$ cat config.mk
export PLATFORM = sky130hd
export DESIGN_NAME = prc_cell
export DESIGN_NICKNAME = d
export VERILOG_FILES = /design/src/hw/rtl/prc_pkg.sv /design/src/hw/rtl/prc_cell.sv
export SDC_FILE = /design/constraint.sdc
export NUM_CORES = 1
export LEC_CHECK = 0
export BUFFER_PORTS_ARGS = -buffer_cell sky130_fd_sc_hd__buf_2
export CAP_MARGIN = 20
export CORE_UTILIZATION = 51
export DETAILED_ROUTE_END_ITERATION = 8
export PLACE_DENSITY = 0.82
export SYNTH_ARGS = -nofsm -noshare
export SYNTH_HDL_FRONTEND = slang
export SYNTH_SLANG_ARGS = --single-unit
$ cat constraint.sdc
create_clock -name clk -period 5.9 [get_ports clk]
set_input_delay 0.59 -clock clk [delete_from_list [all_inputs] [get_ports clk]]
set_output_delay 0.59 -clock clk [all_outputs]
set_load 0.01 [all_outputs]
$ cat src/hw/rtl/prc_pkg.sv
package prc_pkg;

  typedef struct packed {
    logic [3:0]  exec_mode;
    logic [3:0]  op_kind;
    logic [10:0] type_codes;
    logic [8:0]  flags;
    logic [3:0]  topo_levels;
    logic [15:0] net_instances;
    logic [15:0] rank_count;
    logic [63:0] data_size;
  } query_t;

  typedef struct packed {
    logic        we;
    logic [4:0]  slot;
    logic [1:0]  wsel;
    logic [63:0] word;
  } load_t;

  typedef struct packed {
    logic       active;
    logic       found;
    logic [7:0] alg;
    logic [4:0] slot;
  } carry_t;

  localparam logic CMD_LOAD     = 1'b0;
  localparam logic CMD_CLASSIFY = 1'b1;

  localparam logic [1:0] TOPO_ANY   = 2'd0;
  localparam logic [1:0] TOPO_MULTI = 2'd1;

  function automatic logic [3:0] norm4(input logic [3:0] c, input logic [3:0] unk);
    norm4 = (c >= unk) ? unk : c;
  endfunction

  function automatic logic rule_match(input logic [3:0][63:0] w, input query_t q);
    logic [63:0] c;
    logic [3:0]  dt;
    logic        ok;
    c  = w[0];
    dt = norm4(q.type_codes[7:4], 4'd8);
    ok = 1'b1;
    if (c[0] && norm4(c[4:1], 4'd8) != norm4(q.exec_mode, 4'd8)) ok = 1'b0;
    if (c[5] && norm4(c[9:6], 4'd14) != norm4(q.op_kind, 4'd14)) ok = 1'b0;
    if (c[11:10] == TOPO_MULTI && q.topo_levels <= 4'd1) ok = 1'b0;
    if (c[11] && q.topo_levels != c[15:12]) ok = 1'b0;
    if (c[16] && c[18:17] != q.type_codes[1:0]) ok = 1'b0;
    if (c[19] && c[21:20] != q.type_codes[3:2]) ok = 1'b0;
    if (((c[53:45] ^ q.flags) & c[44:36]) != 9'd0) ok = 1'b0;
    if (c[54] && w[1][15:0] != q.net_instances) ok = 1'b0;
    if (c[55] && q.rank_count < w[1][31:16]) ok = 1'b0;
    if (c[56] && q.rank_count > w[1][47:32]) ok = 1'b0;
    if (c[57] && q.data_size < w[2]) ok = 1'b0;
    if (c[58] && q.data_size >= w[3]) ok = 1'b0;
    if (c[26] && !c[27 + dt]) ok = 1'b0;
    if (c[22] && norm4({1'b0, c[25:23]}, 4'd4) != norm4({1'b0, q.type_codes[10:8]}, 4'd4))
      ok = 1'b0;
    rule_match = ok;
  endfunction

endpackage

$ cat src/hw/rtl/prc_cell.sv
module prc_cell #(
  parameter int IDX = 0
) (
  input  logic            clk,
  input  logic            rst_n,
  input  prc_pkg::load_t  load,
  input  prc_pkg::query_t qry,
  input  logic [5:0]      rules_in_use,
  input  prc_pkg::carry_t carry_in,
  output prc_pkg::carry_t carry_out
);
  import prc_pkg::*;

  localparam logic [8:0] IDX_W = 9'(IDX);

  logic [3:0][63:0] rule_r;
  carry_t           carry_r;
  carry_t           carry_nxt;
  logic             take;

  always_ff @(posedge clk) begin
    if (load.we && {4'd0, load.slot} == IDX_W) begin
      rule_r[load.wsel] <= load.word;
    end
  end

  assign take = carry_in.active && !carry_in.found && (IDX_W < {3'd0, rules_in_use})
                && rule_match(rule_r, qry) && rule_r[0][59];

  always_comb begin
    carry_nxt = carry_in;
    if (take) begin
      carry_nxt.found = 1'b1;
      carry_nxt.alg   = rule_r[1][55:48];
      carry_nxt.slot  = IDX_W[4:0];
    end
  end

  always_ff @(posedge clk) begin
    if (!rst_n) begin
      carry_r.active <= 1'b0;
    end else begin
      carry_r.active <= carry_nxt.active;
    end
    carry_r.found <= carry_nxt.found;
    carry_r.alg   <= carry_nxt.alg;
    carry_r.slot  <= carry_nxt.slot;
  end

  assign carry_out = carry_r;

endmodule

==> results.ini <==
[clock_network]
numCtsBuffers=27
clkSinkCount=259
clk_latency_ns=0.54
cts_tree=done
ctsResizeCount=0
cts_setup_buffers=0
clock_path_buffers=3
root_buffer=clkbuf_16
htree_levels=1
clk_pin_slew_ns=0.06
postCtsHoldBufs=0

[setup_path]
r2r_slack_ns=2.16
arrival_ns=4.16
cp-startpoint=rule_r[192]
r2r-start=rule_r[192]
end_kind=flop
crit_required_ns=6.31
crit_type=reg2reg
worstRegToRegCells=9
endpoint=carry_out[12]
r2r_end=carry_out[12]
path_max_fanout=14
cp-start-kind=flop

[die]
ioPinCount=238
core_um2=24300
initial_utilization_pct=52.1
die_h_um=160
rows=57
die_area_um2=25500
die_x_um=160

[route]
viasPerCell=5.42
wl_met3_mm=2.13
antenna_left=0
wl_met1_mm=12.4
drcViolationCount=0
drt_iter0_markers=623
wirelength_mm=29.8
drt_first_pass_iters=5
wl_per_cell_um=19.2
wl_met2_mm=14.5
top_layer_used=met5
vias=8387

[timing]
final_max_slew_viol_count=0
rsz0062_at_grt=no
maxSlewHeadroom_pct=31.0
setup_viol=0
fin_crit_ns=3.74
fin_crit_sh_pct=63.4
fin_skew_ns=0.0208
whs_ns=0.253
tightestPinTransition_ns=1.03
fmax_ghz=0.267
hold_viol_final=0

[cells_and_area]
fin_nets=1585
seq_area_um2=7630
drive_gt1_share_pct=24.9
multi_input_area_um2=4430
finalCoreUtilization_pct=62.2
nFillCells=1895
syn_to_final_growth_pct=19.3
stdcell_count=1548

[logic_synthesis]
yosysSeqAreaShare_pct=60.1
synth_ff_type=edfxtp_1
yosysWarnings=0
synth_nets=1317
synth_edf_count=244
synth.distinct_cells=52
synthArstFlopShare_pct=0
syn_area_um2=12700
synth_area_per_cell_um2=13.6
synth-seq-cells=259
synthCells=934

[outcome]
status=finished clean

[global_routing]
grt_first_pass_wirelength_mm=44.8
grt-ovfl-total=0
track_usage_pct=23.3
antenna_found_initial=6
grt_max_degree=65
grt_pass1_vias=8404

[place]
hpwlAfterDp_mm=22.7
dp_cells=1497
place.port_buffers=237
place.gp.congestion=0.890

[worst_hold_path]
min_path_type=in2reg

[pwr]
p_leak_nw=6.58
peakVddDrop_mv=0.245
power.density_nw_per_um2=260

[run]
drv_cap=0

## cell families after synthesis
group,count (synthesis),share of synthesized area [%]
AOI/OAI and AO/OA,142,7.26
xor gates and xnor gates,42,2.90
adders and majority gates,160,15.8
buffers and inverters,167,5.10
DFF,259,60.1
muxes,18,2.49
and+or+nand+nor,146,6.31
## worst max-delay path, cell delays in order (launching register included)
cell       delay, ns
edfxtp_1        0.36
ha_1            0.28
nand2b_4        0.14
a2111oi_2       0.36
o31a_1          0.21
o21ai_1         0.11
a2111oi_2       0.52
o211ai_1        0.23
a2111oi_4       0.98
mux2_2          0.43
## per-layer routing
metal | vias up | track usage [%]
met5 | - | 0
met4 | 6 | 8.09
met3 | 61 | 4.10
met2 | 317 | 39.7
met1 | 4013 | 30.0
li1 | 3990 | -
## Yosys cell counts, types with 14 or more instances
master,count,area [um2]
xor2_1,35,307
inv_1,164,616
nor3_1,14,70.1
nor2_1,14,52.6
nand4_1,36,225
o21ai_0,22,110
dfxtp_1,15,300
ha_1,160,2000
a21o_1,16,120
a21oi_1,57,285
nand3_1,16,80.1
edfxtp_1,244,7330
nand2_1,28,105
## registers in the layout, summed over array words and instances, names as in the netlist
name,flops
carry_out,15
rule_r,244
## per-stage QoR
stage          cell area (um2)  power (W)  setup TNS [ns]  worst slack [ns]
2_1_floorplan            12700    0.00220           -4.03           -0.0319
3_3_place_gp             14300    0.00235               0              1.84
3_5_place_dp             14300    0.00236               0              1.73
4_1_cts                  15100    0.00395               0              2.11
5_1_grt                  15100    0.00405               0              1.94
6_report                 15100    0.00393               0              2.16
## worst min-delay path by stage
stage / slack [ns] / depth (start not counted) / startpoint / to
5_1_grt: 0.24 / 1 / load[63] / rule_r[255]
2_1_floorplan: 0.43 / 1 / rule_r[117] / carry_out[10]
3_3_place_gp: 0.43 / 1 / rule_r[116] / carry_out[9]
3_5_place_dp: 0.45 / 1 / rule_r[118] / carry_out[11]
4_1_cts: 0.24 / 1 / load[63] / rule_r[255]
6_report: 0.25 / 1 / load[63] / rule_r[255]
## cell usage in the layout (no fill, tap or decap), types with 16 or more instances in the layout
cell / count
a21o_1: 16
a21oi_1: 57
buf_2: 237
clkbuf_16: 27
edfxtp_1: 244
ha_1: 160
inv_1: 164
nand2_1: 28
nand3_1: 16
nand4_1: 36
o21ai_0: 22
xor2_1: 35
## power breakdown
part           switching, W  internal (W)
logic              0.000162      0.000140
clock network      0.000684      0.000921
registers        0.00000345       0.00202
## layout make-up
cell class	instances	area share [%]
clock buffer	31	4.57
multi-input combinational	508	29.3
clock inverter	17	0.893
tap	324	2.68
inverter	164	4.07
timing repair buffer	242	8.06
antenna	3	0.0496
sequential	259	50.4
Power figures use the tool's default switching activity.
